`src/hdl/ps2mct_pkg.sv`:
```
// Package for the PS/2 mouse packet cursor tracker.
// Holds field widths, register indexes, reset values, the packet struct and
// the per-axis clamp function. No dependencies.
package ps2mct_pkg;

    localparam int BYTE_W      = 8;
    localparam int POS_W       = 10;
    localparam int EXTENT_W    = 11;
    localparam int CFG_IDX_W   = 2;
    localparam int DELTA_W     = 10;   // negated 9-bit delta needs one more bit
    localparam int SUM_W       = 12;   // signed pos + delta

    localparam int QUEUE_DEPTH_DFLT = 2;

    localparam logic [CFG_IDX_W-1:0] REG_SCREEN_WIDTH  = CFG_IDX_W'(0);
    localparam logic [CFG_IDX_W-1:0] REG_SCREEN_HEIGHT = CFG_IDX_W'(1);

    localparam logic [EXTENT_W-1:0] WIDTH_RST  = EXTENT_W'(320);
    localparam logic [EXTENT_W-1:0] HEIGHT_RST = EXTENT_W'(200);
    localparam logic [POS_W-1:0]    POS_X_RST  = POS_W'(160);
    localparam logic [POS_W-1:0]    POS_Y_RST  = POS_W'(100);
    localparam logic [EXTENT_W-1:0] EXTENT_MAX = EXTENT_W'(1024);

    // header bit positions
    localparam int SYNC_BIT  = 3;
    localparam int XSIGN_BIT = 4;
    localparam int YSIGN_BIT = 5;
    localparam int LEFT_BIT  = 0;
    localparam int RIGHT_BIT = 1;

    typedef struct packed {
        logic              x_sign;
        logic              y_sign;
        logic              left;
        logic              right;
        logic [BYTE_W-1:0] x_byte;
        logic [BYTE_W-1:0] y_byte;
    } t_packet;

    // pos + delta, clamped to 0..lim-1 with lim forced into 1..1024
    function automatic logic [POS_W-1:0] clamp_axis(
        input logic [POS_W-1:0]          pos,
        input logic signed [DELTA_W-1:0] delta,
        input logic [EXTENT_W-1:0]       extent
    );
        logic [EXTENT_W-1:0]      lim;
        logic signed [SUM_W-1:0]  sum;
        logic [POS_W-1:0]         res;
        lim = extent;
        if (lim == '0) begin
            lim = EXTENT_W'(1);
        end else if (lim > EXTENT_MAX) begin
            lim = EXTENT_MAX;
        end
        sum = $signed({{(SUM_W-POS_W){1'b0}}, pos})
            + {{(SUM_W-DELTA_W){delta[DELTA_W-1]}}, delta};
        if (sum < 0) begin
            res = '0;
        end else if ($signed({1'b0, lim}) <= sum) begin
            res = POS_W'(lim - EXTENT_W'(1));
        end else begin
            res = sum[POS_W-1:0];
        end
        return res;
    endfunction

endpackage

```
`src/hdl/ps2mct_if.sv`:
```
// Channel interfaces for the PS/2 mouse packet cursor tracker.
// Depends on ps2mct_pkg for field widths.
interface ps2mct_byte_if;
    logic                           valid;
    logic                           ready;
    logic [ps2mct_pkg::BYTE_W-1:0]  rx_byte;

    modport source (output valid, output rx_byte, input ready);
    modport sink   (input valid, input rx_byte, output ready);
endinterface

interface ps2mct_cursor_if;
    logic                           valid;
    logic                           ready;
    logic [ps2mct_pkg::POS_W-1:0]   cursor_x;
    logic [ps2mct_pkg::POS_W-1:0]   cursor_y;
    logic                           left_button;
    logic                           right_button;

    modport source (output valid, output cursor_x, output cursor_y,
                    output left_button, output right_button, input ready);
    modport sink   (input valid, input cursor_x, input cursor_y,
                    input left_button, input right_button, output ready);
endinterface

```
`src/hdl/ps2mct_front.sv`:
```
// Front end: takes mouse bytes, keeps packet sync and assembles packets.
// Depends on ps2mct_pkg and ps2mct_byte_if.
module ps2mct_front (
    input  logic                 i_clk,
    input  logic                 i_rst_n,
    ps2mct_byte_if.sink          i_rx,
    input  logic                 i_full,
    output logic                 o_push,
    output ps2mct_pkg::t_packet  o_pkt
);
    import ps2mct_pkg::*;

    typedef enum logic [1:0] {
        PH_HEADER,
        PH_XDATA,
        PH_YDATA
    } t_phase;

    t_phase              r_phase;
    logic [BYTE_W-1:0]   r_header;
    logic [BYTE_W-1:0]   r_xbyte;
    logic                w_accept;

    // only the closing byte needs room in the queue
    assign i_rx.ready = !((r_phase == PH_YDATA) && i_full);
    assign w_accept   = i_rx.valid && i_rx.ready;
    assign o_push     = w_accept && (r_phase == PH_YDATA);

    assign o_pkt.x_sign = r_header[XSIGN_BIT];
    assign o_pkt.y_sign = r_header[YSIGN_BIT];
    assign o_pkt.left   = r_header[LEFT_BIT];
    assign o_pkt.right  = r_header[RIGHT_BIT];
    assign o_pkt.x_byte = r_xbyte;
    assign o_pkt.y_byte = i_rx.rx_byte;

    always_ff @(posedge i_clk) begin
        if (!i_rst_n) begin
            r_phase  <= PH_HEADER;
            r_header <= '0;
            r_xbyte  <= '0;
        end else if (w_accept) begin
            unique case (r_phase)
                PH_XDATA: begin
                    r_xbyte <= i_rx.rx_byte;
                    r_phase <= PH_YDATA;
                end
                PH_YDATA: begin
                    r_phase <= PH_HEADER;
                end
                default: begin
                    // drop bytes without the always-one bit to regain sync
                    if (i_rx.rx_byte[SYNC_BIT]) begin
                        r_header <= i_rx.rx_byte;
                        r_phase  <= PH_XDATA;
                    end
                end
            endcase
        end
    end

endmodule

```
`src/hdl/ps2mct_queue.sv`:
```
// Short packet queue between front and back end.
// Depends on ps2mct_pkg for the packet type.
module ps2mct_queue #(
    parameter int DEPTH = ps2mct_pkg::QUEUE_DEPTH_DFLT
) (
    input  logic                 i_clk,
    input  logic                 i_rst_n,
    input  logic                 i_push,
    input  ps2mct_pkg::t_packet  i_pkt,
    input  logic                 i_pop,
    output logic                 o_valid,
    output logic                 o_full,
    output ps2mct_pkg::t_packet  o_pkt
);
    import ps2mct_pkg::*;

    localparam int PTR_W = (DEPTH > 1) ? $clog2(DEPTH) : 1;
    localparam int CNT_W = $clog2(DEPTH + 1);

    t_packet             r_mem [DEPTH];
    logic [PTR_W-1:0]    r_wr_ptr;
    logic [PTR_W-1:0]    r_rd_ptr;
    logic [CNT_W-1:0]    r_count;
    logic [CNT_W-1:0]    n_count;
    logic                w_push;
    logic                w_pop;

    assign o_valid = (r_count != '0);
    assign o_full  = (r_count == CNT_W'(DEPTH));
    assign o_pkt   = r_mem[r_rd_ptr];
    assign w_push  = i_push && !o_full;
    assign w_pop   = i_pop && o_valid;

    function automatic logic [PTR_W-1:0] next_ptr(input logic [PTR_W-1:0] p);
        return (p == PTR_W'(DEPTH - 1)) ? '0 : p + PTR_W'(1);
    endfunction

    always_comb begin
        n_count = r_count;
        if (w_push && !w_pop) begin
            n_count = r_count + CNT_W'(1);
        end else if (w_pop && !w_push) begin
            n_count = r_count - CNT_W'(1);
        end
    end

    always_ff @(posedge i_clk) begin
        if (w_push) begin
            r_mem[r_wr_ptr] <= i_pkt;
        end
    end

    always_ff @(posedge i_clk) begin
        if (!i_rst_n) begin
            r_wr_ptr <= '0;
            r_rd_ptr <= '0;
            r_count  <= '0;
        end else begin
            r_count <= n_count;
            if (w_push) begin
                r_wr_ptr <= next_ptr(r_wr_ptr);
            end
            if (w_pop) begin
                r_rd_ptr <= next_ptr(r_rd_ptr);
            end
        end
    end

endmodule

```
`src/hdl/ps2mct_back.sv`:
```
// Back end: applies packet deltas to the cursor, clamps to the screen and
// holds the result register. Depends on ps2mct_pkg and ps2mct_cursor_if.
module ps2mct_back (
    input  logic                            i_clk,
    input  logic                            i_rst_n,
    input  logic                            i_valid,
    input  ps2mct_pkg::t_packet             i_pkt,
    input  logic [ps2mct_pkg::EXTENT_W-1:0] i_width,
    input  logic [ps2mct_pkg::EXTENT_W-1:0] i_height,
    output logic                            o_pop,
    ps2mct_cursor_if.source                 o_cursor
);
    import ps2mct_pkg::*;

    logic [POS_W-1:0]          r_pos_x;
    logic [POS_W-1:0]          r_pos_y;
    logic [POS_W-1:0]          n_pos_x;
    logic [POS_W-1:0]          n_pos_y;
    logic                      r_out_valid;
    logic                      r_left;
    logic                      r_right;
    logic signed [DELTA_W-1:0] w_dx;
    logic signed [DELTA_W-1:0] w_dy;

    // result register frees up when empty or when taken this cycle
    assign o_pop = i_valid && (!r_out_valid || o_cursor.ready);

    assign w_dx = {i_pkt.x_sign, i_pkt.x_sign, i_pkt.x_byte};
    // y grows upward on the mouse, downward on screen
    assign w_dy = -$signed({i_pkt.y_sign, i_pkt.y_sign, i_pkt.y_byte});

    assign n_pos_x = clamp_axis(r_pos_x, w_dx, i_width);
    assign n_pos_y = clamp_axis(r_pos_y, w_dy, i_height);

    assign o_cursor.valid        = r_out_valid;
    assign o_cursor.cursor_x     = r_pos_x;
    assign o_cursor.cursor_y     = r_pos_y;
    assign o_cursor.left_button  = r_left;
    assign o_cursor.right_button = r_right;

    always_ff @(posedge i_clk) begin
        if (!i_rst_n) begin
            r_pos_x     <= POS_X_RST;
            r_pos_y     <= POS_Y_RST;
            r_out_valid <= 1'b0;
        end else if (o_pop) begin
            r_pos_x     <= n_pos_x;
            r_pos_y     <= n_pos_y;
            r_out_valid <= 1'b1;
        end else if (o_cursor.ready) begin
            r_out_valid <= 1'b0;
        end
    end

    always_ff @(posedge i_clk) begin
        if (o_pop) begin
            r_left  <= i_pkt.left;
            r_right <= i_pkt.right;
        end
    end

endmodule

```
`src/hdl/ps2mct_regs.sv`:
```
// Screen extent registers written over the configuration port.
// Depends on ps2mct_pkg.
module ps2mct_regs (
    input  logic                             i_clk,
    input  logic                             i_rst_n,
    input  logic                             i_cfg_we,
    input  logic [ps2mct_pkg::CFG_IDX_W-1:0] i_cfg_idx,
    input  logic [ps2mct_pkg::EXTENT_W-1:0]  i_cfg_data,
    output logic [ps2mct_pkg::EXTENT_W-1:0]  o_width,
    output logic [ps2mct_pkg::EXTENT_W-1:0]  o_height
);
    import ps2mct_pkg::*;

    logic [EXTENT_W-1:0] r_width;
    logic [EXTENT_W-1:0] r_height;

    assign o_width  = r_width;
    assign o_height = r_height;

    always_ff @(posedge i_clk) begin
        if (!i_rst_n) begin
            r_width  <= WIDTH_RST;
            r_height <= HEIGHT_RST;
        end else if (i_cfg_we) begin
            unique case (i_cfg_idx)
                REG_SCREEN_WIDTH:  r_width  <= i_cfg_data;
                REG_SCREEN_HEIGHT: r_height <= i_cfg_data;
                default: ;  // unused indexes are ignored
            endcase
        end
    end

endmodule

```
`src/hdl/ps2_mouse_packet_cursor_tracker_unit.sv`:
```
// Top level of the PS/2 mouse packet cursor tracker.
// Depends on ps2mct_pkg, ps2mct_if and the ps2mct_* submodules.
//
//  channel    dir  handshake        payload
//  i_rx       in   valid/ready      rx_byte[7:0]
//  o_cursor   out  valid/ready      cursor_x[9:0] cursor_y[9:0] left_button right_button
//  i_cfg_*    in   write enable     idx[1:0] (0 width, 1 height), data[10:0]
//
// One byte a cycle is taken unless a closing byte waits for queue room; the front end sets
// that rate, three bytes per packet. A result passes the queue, then the result register.
// Synchronous active-low reset; no clearing pass, ready right after reset.
// The packet queue lets the front keep taking header and X bytes while the
// output stalls; only a closing Y byte waits for queue room.
module ps2_mouse_packet_cursor_tracker_unit #(
    parameter int QUEUE_DEPTH = ps2mct_pkg::QUEUE_DEPTH_DFLT
) (
    input  logic                             i_clk,
    input  logic                             i_rst_n,
    ps2mct_byte_if.sink                      i_rx,
    ps2mct_cursor_if.source                  o_cursor,
    input  logic                             i_cfg_we,
    input  logic [ps2mct_pkg::CFG_IDX_W-1:0] i_cfg_idx,
    input  logic [ps2mct_pkg::EXTENT_W-1:0]  i_cfg_data
);
    import ps2mct_pkg::*;

    t_packet             w_push_pkt;
    t_packet             w_pop_pkt;
    logic                w_push;
    logic                w_pop;
    logic                w_q_valid;
    logic                w_q_full;
    logic [EXTENT_W-1:0] w_width;
    logic [EXTENT_W-1:0] w_height;

    ps2mct_regs u_regs (
        .i_clk      (i_clk),
        .i_rst_n    (i_rst_n),
        .i_cfg_we   (i_cfg_we),
        .i_cfg_idx  (i_cfg_idx),
        .i_cfg_data (i_cfg_data),
        .o_width    (w_width),
        .o_height   (w_height)
    );

    ps2mct_front u_front (
        .i_clk   (i_clk),
        .i_rst_n (i_rst_n),
        .i_rx    (i_rx),
        .i_full  (w_q_full),
        .o_push  (w_push),
        .o_pkt   (w_push_pkt)
    );

    ps2mct_queue #(
        .DEPTH (QUEUE_DEPTH)
    ) u_queue (
        .i_clk   (i_clk),
        .i_rst_n (i_rst_n),
        .i_push  (w_push),
        .i_pkt   (w_push_pkt),
        .i_pop   (w_pop),
        .o_valid (w_q_valid),
        .o_full  (w_q_full),
        .o_pkt   (w_pop_pkt)
    );

    ps2mct_back u_back (
        .i_clk    (i_clk),
        .i_rst_n  (i_rst_n),
        .i_valid  (w_q_valid),
        .i_pkt    (w_pop_pkt),
        .i_width  (w_width),
        .i_height (w_height),
        .o_pop    (w_pop),
        .o_cursor (o_cursor)
    );

endmodule
```
`src/flat_wrapper.sv`:
```
// flat-port wrapper written by rule: the top's interface ports become plain ports
module ps2_mouse_packet_cursor_tracker_unit_flat import ps2mct_pkg::*;
#(
    parameter int QUEUE_DEPTH = ps2mct_pkg::QUEUE_DEPTH_DFLT
)
  (i_clk, i_rst_n, i_cfg_we, i_cfg_idx, i_cfg_data, i_rx_valid, i_rx_rx_byte, i_rx_ready, o_cursor_valid, o_cursor_cursor_x, o_cursor_cursor_y, o_cursor_left_button, o_cursor_right_button, o_cursor_ready);
  ps2mct_byte_if i_rx_i ();
  ps2mct_cursor_if o_cursor_i ();
  input  logic i_clk;
  input  logic i_rst_n;
  input  logic i_cfg_we;
  input  logic [ps2mct_pkg::CFG_IDX_W-1:0] i_cfg_idx;
  input  logic [ps2mct_pkg::EXTENT_W-1:0] i_cfg_data;
  input wire logic [$bits(i_rx_i.valid)-1:0] i_rx_valid;
  input wire logic [$bits(i_rx_i.rx_byte)-1:0] i_rx_rx_byte;
  output wire logic [$bits(i_rx_i.ready)-1:0] i_rx_ready;
  output wire logic [$bits(o_cursor_i.valid)-1:0] o_cursor_valid;
  output wire logic [$bits(o_cursor_i.cursor_x)-1:0] o_cursor_cursor_x;
  output wire logic [$bits(o_cursor_i.cursor_y)-1:0] o_cursor_cursor_y;
  output wire logic [$bits(o_cursor_i.left_button)-1:0] o_cursor_left_button;
  output wire logic [$bits(o_cursor_i.right_button)-1:0] o_cursor_right_button;
  input wire logic [$bits(o_cursor_i.ready)-1:0] o_cursor_ready;
  assign i_rx_i.valid = i_rx_valid;
  assign i_rx_i.rx_byte = i_rx_rx_byte;
  assign i_rx_ready = i_rx_i.ready;
  assign o_cursor_valid = o_cursor_i.valid;
  assign o_cursor_cursor_x = o_cursor_i.cursor_x;
  assign o_cursor_cursor_y = o_cursor_i.cursor_y;
  assign o_cursor_left_button = o_cursor_i.left_button;
  assign o_cursor_right_button = o_cursor_i.right_button;
  assign o_cursor_i.ready = o_cursor_ready;
  ps2_mouse_packet_cursor_tracker_unit #(.QUEUE_DEPTH(QUEUE_DEPTH)) u_core (.i_clk(i_clk), .i_rst_n(i_rst_n), .i_rx(i_rx_i), .o_cursor(o_cursor_i), .i_cfg_we(i_cfg_we), .i_cfg_idx(i_cfg_idx), .i_cfg_data(i_cfg_data));
endmodule
```
`config.mk`:
```
export PLATFORM = sky130hd
export DESIGN_NAME = ps2_mouse_packet_cursor_tracker_unit_flat
export DESIGN_NICKNAME = d
export VERILOG_FILES = /design/src/hdl/ps2mct_pkg.sv /design/src/hdl/ps2mct_if.sv /design/src/hdl/ps2mct_front.sv /design/src/hdl/ps2mct_queue.sv /design/src/hdl/ps2mct_back.sv /design/src/hdl/ps2mct_regs.sv /design/src/hdl/ps2_mouse_packet_cursor_tracker_unit.sv /design/src/flat_wrapper.sv
export SDC_FILE = /design/constraint.sdc
export NUM_CORES = 1
export LEC_CHECK = 0
export BUFFER_PORTS_ARGS = -buffer_cell sky130_fd_sc_hd__buf_2
export CORE_MARGIN = 4
export CORE_UTILIZATION = 45
export CTS_BUF_LIST = sky130_fd_sc_hd__clkbuf_8
export DETAILED_ROUTE_END_ITERATION = 7
export PLACE_DENSITY = 0.73
export SLEW_MARGIN = 20
export SYNTH_ARGS = -nofsm -noshare
export SYNTH_HDL_FRONTEND = slang
export SYNTH_SLANG_ARGS = --single-unit
```
`constraint.sdc`:
```
create_clock -name i_clk -period 5.4 [get_ports i_clk]
set_input_delay 0.27 -clock i_clk [delete_from_list [all_inputs] [get_ports i_clk]]
set_output_delay 0.27 -clock i_clk [all_outputs]
set_load 0.05 [all_outputs]
```
Word level (Yosys, flattened, before mapping)
Memory sizes are Yosys's and may differ from the RTL's. A register that Yosys moved wholly into a read port is not among the register bits.
Index checks and enable logic that the tools add are counted.
Widths: inputs -> output; s select.
{"block": "word_totals", "wordCells": 81, "output_inout_bits": 24, "register_bits": 65, "in_bits": 26, "mem_count": 1, "ramBits": 40}
{"block": "op_classes", "mux": 20, "eq_ne": 4, "magnitude_cmp": 6, "n_reduce_logical": 27, "bitwise_logic": 1, "n_addsub": 9}
{"memory": "u_core.u_queue.r_mem", "depth": 2, "width": 20, "rd": 1, "rd_clocked_by_memory_dff": 1, "wr": 1, "line_no": "ps2mct_queue.sv:20", "rtl": "t_packet r_mem [DEPTH];"}
{"operator": "$mux 11", "count": 4}
{"operator": "$mux 10", "count": 4}
{"operator": "$le 12x12->1", "count": 2}
{"operator": "$lt 12x1->1 const B", "count": 2}
{"operator": "$gt 11x11->1 const B", "count": 2}
{"operator": "$logic_not 11->1", "count": 2}
{"operator": "$sub 10x1->10 const B", "count": 2}
{"operator": "$add 11x10->12", "count": 1}
{"operator": "$add 11x9->12", "count": 1}
{"operator": "$neg 9->10", "count": 1}
{"operator": "$logic_and 1x1->1", "count": 8}
{"operator": "$mux 1", "count": 8}
{"operator": "$reduce_and 2->1", "count": 4}
{"operator": "$mux 2", "count": 3}
{"operator": "$reduce_bool 2->1", "count": 3}
{"operator": "$logic_not 1->1", "count": 5}
{"operator": "$eq 2x1->1 const B", "count": 2}
{"operator": "$eq 2x2->1 const B", "count": 2}
{"operator": "$pmux 2 s2", "count": 1}
{"operator": "$reduce_and 3->1", "count": 1}
{"operator": "$reduce_bool 3->1", "count": 1}
{"operator": "$add 1x1->1 const B", "count": 2}
{"operator": "$add 2x1->2 const B", "count": 1}
{"operator": "$logic_not 2->1", "count": 1}
{"operator": "4 further kinds", "count": 4}

Depth between registers and ports, before layout
{"block": "depth", "depth_word": 10, "depth_mapped": 18, "ltp_nobuf": 15}

Cells and area by module
Synthesis repeated with hierarchy kept, for this count alone.
{"block": "hier_totals", "cells_unflattened": 638, "area_unflattened_um2": 6381.1}
{"module": "ps2mct_back", "area_per_inst_um2": 3155.5, "seq_area_each_um2": 480.5, "instances": 1, "cells_each": 390}
{"module": "ps2mct_queue", "area_per_inst_um2": 1672.9, "seq_area_each_um2": 1301.2, "instances": 1, "cells_each": 87}
{"module": "ps2mct_regs", "area_per_inst_um2": 887.1, "seq_area_each_um2": 440.4, "instances": 1, "cells_each": 88}
{"module": "ps2mct_front", "area_per_inst_um2": 665.6, "seq_area_each_um2": 280.3, "instances": 1, "cells_each": 73}

Least setup slack after synthesis
Ideal clock, no wire load.
{"block": "synth_path", "path_type": "register to register", "startpoint": "reg (tool-made name)", "endpoint": "reg u_core.u_back.r_pos_x[9], in the netlist u_core.u_back.o_cursor.cursor_x[9]", "setup_ns": 0.137, "path_slack_ns": 0.869, "period_less_slack_ns": 4.531, "n_path_buf": 3, "stages_incl_launch_ff": 19, "t_arrival_ns": 4.394, "required_time_ns": 5.263, "cell_sequence": "dfxtp_1 clkbuf_1 clkbuf_1 mux2i_1 inv_1 ha_1 a21oi_1 nand3b_1 nand2_1 a2111oi_0 nor3_1 ha_1 nand4_1 nor2_1 o21ai_0 a311oi_2 clkbuf_1 nor4b_1 o31ai_1"}
{"element": "end signal: assignment", "line_no": "ps2mct_back.sv:47", "rtl": "r_pos_x <= n_pos_x;"}
{"element": "end: declaration", "line_no": "ps2mct_back.sv:15", "rtl": "logic [POS_W-1:0] r_pos_x;"}

==> results_dict.tcl <==
set metrics [dict create \
    status "finished, final reports clean" \
    synth_top_area_cell "edfxtp_1" \
    ys_types 64 \
    crit_path_max_incr_delay_ns 0.64 \
    diodes 0 \
    tns_ns 0 \
    synth_mux_area_frac 0.07349 \
    postCtsHoldBufs 0 \
    root_buffer "clkbuf_8" \
    maxCapViolations 0 \
    hold_viol 0 \
    routed_via_density 5.612 \
    synth.most_common_cell "nand2_1" \
    leakage_uw 0.002736 \
    synth_top_area_frac 0.2093 \
    hold_slack_ns 0.09542 \
    final_util 0.5058 \
    clk_latency_ns 0.39 \
    first_pass_iters 5 \
    synthAdderAreaFrac 0.1125 \
    worst_pin_slew_ns 0.8797 \
    post_cts_resize_count 0 \
    dieWidth_um 123.7 \
    coreArea_um2 13190 \
    num_rows 42 \
    synth-seq-area-share 0.4152 \
    rsz0062_at_grt "no" \
    hold_class "input pin to register" \
    ys_ff_latch 104 \
    worstPathArrival_ns 5.02 \
    crit_fanout 16 \
    start_util 0.4569 \
    die_area_um2 15310 \
    regArea_um2 2502 \
    fmax_ghz 0.2125 \
    switchingPower_uw 1334 \
    drc 0 \
    synthArstFlopShare 0 \
    crit_path_top_delay_cell "a2111oi_0" \
    gr-total-overflow 0 \
    dpl.cell_count 836 \
    final.period_utilization 0.8714 \
    synth_edf_count 42 \
    setup_violations 0 \
    synth-simple-area-share 0.1951 \
    multiInputGateArea_um2 3362 \
    clock-sinks 104 \
    synth_nets 709 \
    pin_count 50 \
    synth_compound_area_frac 0.1464 \
    postSynthCellCount 630 \
    die_y_um 123.7 \
    avgSynthCellArea_um2 9.567 \
    drv_slew 0 \
    num-nets-final 750 \
    area_delta_synth_final_pct 10.69 \
    swShare 0.4313 \
    synth_top_family_by_area "simple AND/OR/NAND/NOR gates" \
    yosys_warnings 0 \
    num_vias 4781 \
    p_total_uw 3092 \
    ant_nets 0 \
    dpl.hpwl_um 10850 \
    clock_skew_ns 0.01164 \
    grt_pass1_wl_um 23180 \
    p_per_area_nw_per_um2 463.5 \
    grt_pass1_vias 4717 \
    p_clk_frac 0.181 \
    cts_buffers 9 \
    grtUsageTotal 0.1931 \
    slew-limit-headroom 0.4135 \
    synthTopCellsByArea "edfxtp_1, dfxtp_1, ha_1" \
    power_frac_comb 0.495 \
    synth-main-ff-cell "dfxtp_1" \
    synth_xor_area_frac 0.02906 \
    clkSlewWorstSetupHoldPaths_ns 0.10 \
    postCtsSetupBuffers 0 \
    worst_setup_path_start_kind "register" \
    grt_max_degree 46 \
    path_cells "buf_4 > mux2i_1 > inv_1 > ha_1 > a21oi_1 > nand3b_1 > nand2_1 > a2111oi_0 > nor3_1 > ha_1 > nand4_1 > nor2_1 > o21ai_0 > a311oi_2 > buf_4 > mux2_2 > o21ai_0" \
    critPathCaptureType "register" \
    h-tree-depth 3 \
    nFillCells 1166 \
    drt-total-wl_um 14270 \
    min_period_ns 4.705 \
    drive_gt1_frac 0.1553 \
    cts_tree "done" \
    final_cells 852 \
    worst-setup-path-type "register to register" \
    io_buffers 49 \
    internal_power_uw 1759 \
    drt_iter0_drc 296 \
    clockBufferDepth 2 \
    gp_congestion 0.9647 \
    routedWlPerCell_um 16.75 \
    ys_top_cells_by_count "nand2_1, dfxtp_1, ha_1, a21oi_1, edfxtp_1" \
    grt_antenna_before_repair 0 \
    ir_worst_vdd_mv 0.2416 \
    synth.cell_area_um2 6027 \
    worstPathRequired_ns 5.71 \
    p_seq_frac 0.324 \
]
## final cells by class
type	count	share of cell area
clock buffers	9	0.01857
clock inverters	7	0.01632
inverters	23	0.01294
multi-input cells	481	0.5039
flip-flops and latches	104	0.3751
well taps	176	0.03301
repair buffers	52	0.04014
## kinds of logic after synthesis
| logic type | count (synthesis) |
|---|---|
| buffers and inverters | 45 |
| xor gates and xnor gates | 20 |
| and+or+nand+nor | 234 |
| adders and majority gates | 53 |
| DFF | 104 |
| AOI/OAI and AO/OA | 132 |
| muxes | 42 |
## per-layer routing
metal,vias up,wire length (um),track usage
met1,2271,6413,0.2492
met5,-,0,0
li1,2367,-,-
met4,0,349,0.07266
met2,118,6800,0.3170
met3,25,705,0.04269
## power by group through the flow
stage | clock network (uW) | registers [uW] | logic (uW)
floorplan | 0 | 1190 | 965
global placement | 0 | 1010 | 1460
detailed placement | 0 | 1020 | 1510
CTS | 576 | 1000 | 1520
global route | 604 | 1010 | 1680
finish | 560 | 1000 | 1530
## per-stage QoR
stage / cell area [um2] / setup WS, ns
2_1_floorplan: 6027 / 0.8690
3_3_place_gp: 6431 / 0.9912
3_5_place_dp: 6431 / 0.7663
4_1_cts: 6664 / 0.7701
5_1_grt: 6671 / 0.3160
6_report: 6671 / 0.6946
## critical path: cells and delay by family, from the launching register on
| family | cells | cell delay, ns |
|---|---|---|
| flops | 1 | 0.42 |
| buf+inv | 3 | 0.65 |
| simple gates | 5 | 0.62 |
| mux | 2 | 0.71 |
| fa+ha+maj | 2 | 0.59 |
| compound gates | 5 | 1.62 |
## final timing paths
| check | endpoint | slack (ns) | cells past startpoint | startpoint |
|---|---|---|---|---|
| max | u_core.u_back.o_cursor.cursor_x[1] | 0.69 | 17 | register |
| min | u_core.u_queue.r_mem[1][2] | 0.1 | 1 | i_rx_rx_byte[2] |
| max reg2reg | u_core.u_back.o_cursor.cursor_x[1] | 0.69 | 17 | register |
| min reg2reg | u_core.u_queue.r_mem[1][13] | 0.46 | 0 | u_core.u_front.r_xbyte[5] |
## state kept, by name, summed over array words and instances, names as in the netlist, named ones only
| name | cells |
|---|---|
| u_core.u_queue.r_wr_ptr | 1 |
| u_core.u_regs.o_width | 11 |
| u_core.u_queue.r_count | 2 |
| u_core.u_back.o_cursor.left_button | 1 |
| u_core.u_back.o_cursor.right_button | 1 |
| u_core.u_regs.o_height | 11 |
| u_core.u_queue.r_rd_ptr | 1 |
| u_core.u_front.r_phase | 2 |
| u_core.u_queue.r_mem | 40 |
| u_core.u_front.r_xbyte | 8 |
| u_core.u_back.o_cursor.cursor_y | 10 |
| u_core.u_front.r_header | 4 |
| u_core.u_back.o_cursor.valid | 1 |
| u_core.u_back.o_cursor.cursor_x | 10 |
## cell usage in the layout (no fill, tap or decap), drive strengths merged, types with 13 or more instances in the layout
master / count
a21oi: 45
buf: 52
dfxtp: 62
edfxtp: 42
ha: 51
inv: 27
mux2: 18
mux2i: 24
nand2: 85
nand3: 20
nor2: 39
nor2b: 23
nor3: 13
o21ai: 19
No activity file was read; power rests on OpenSTA's default activity.
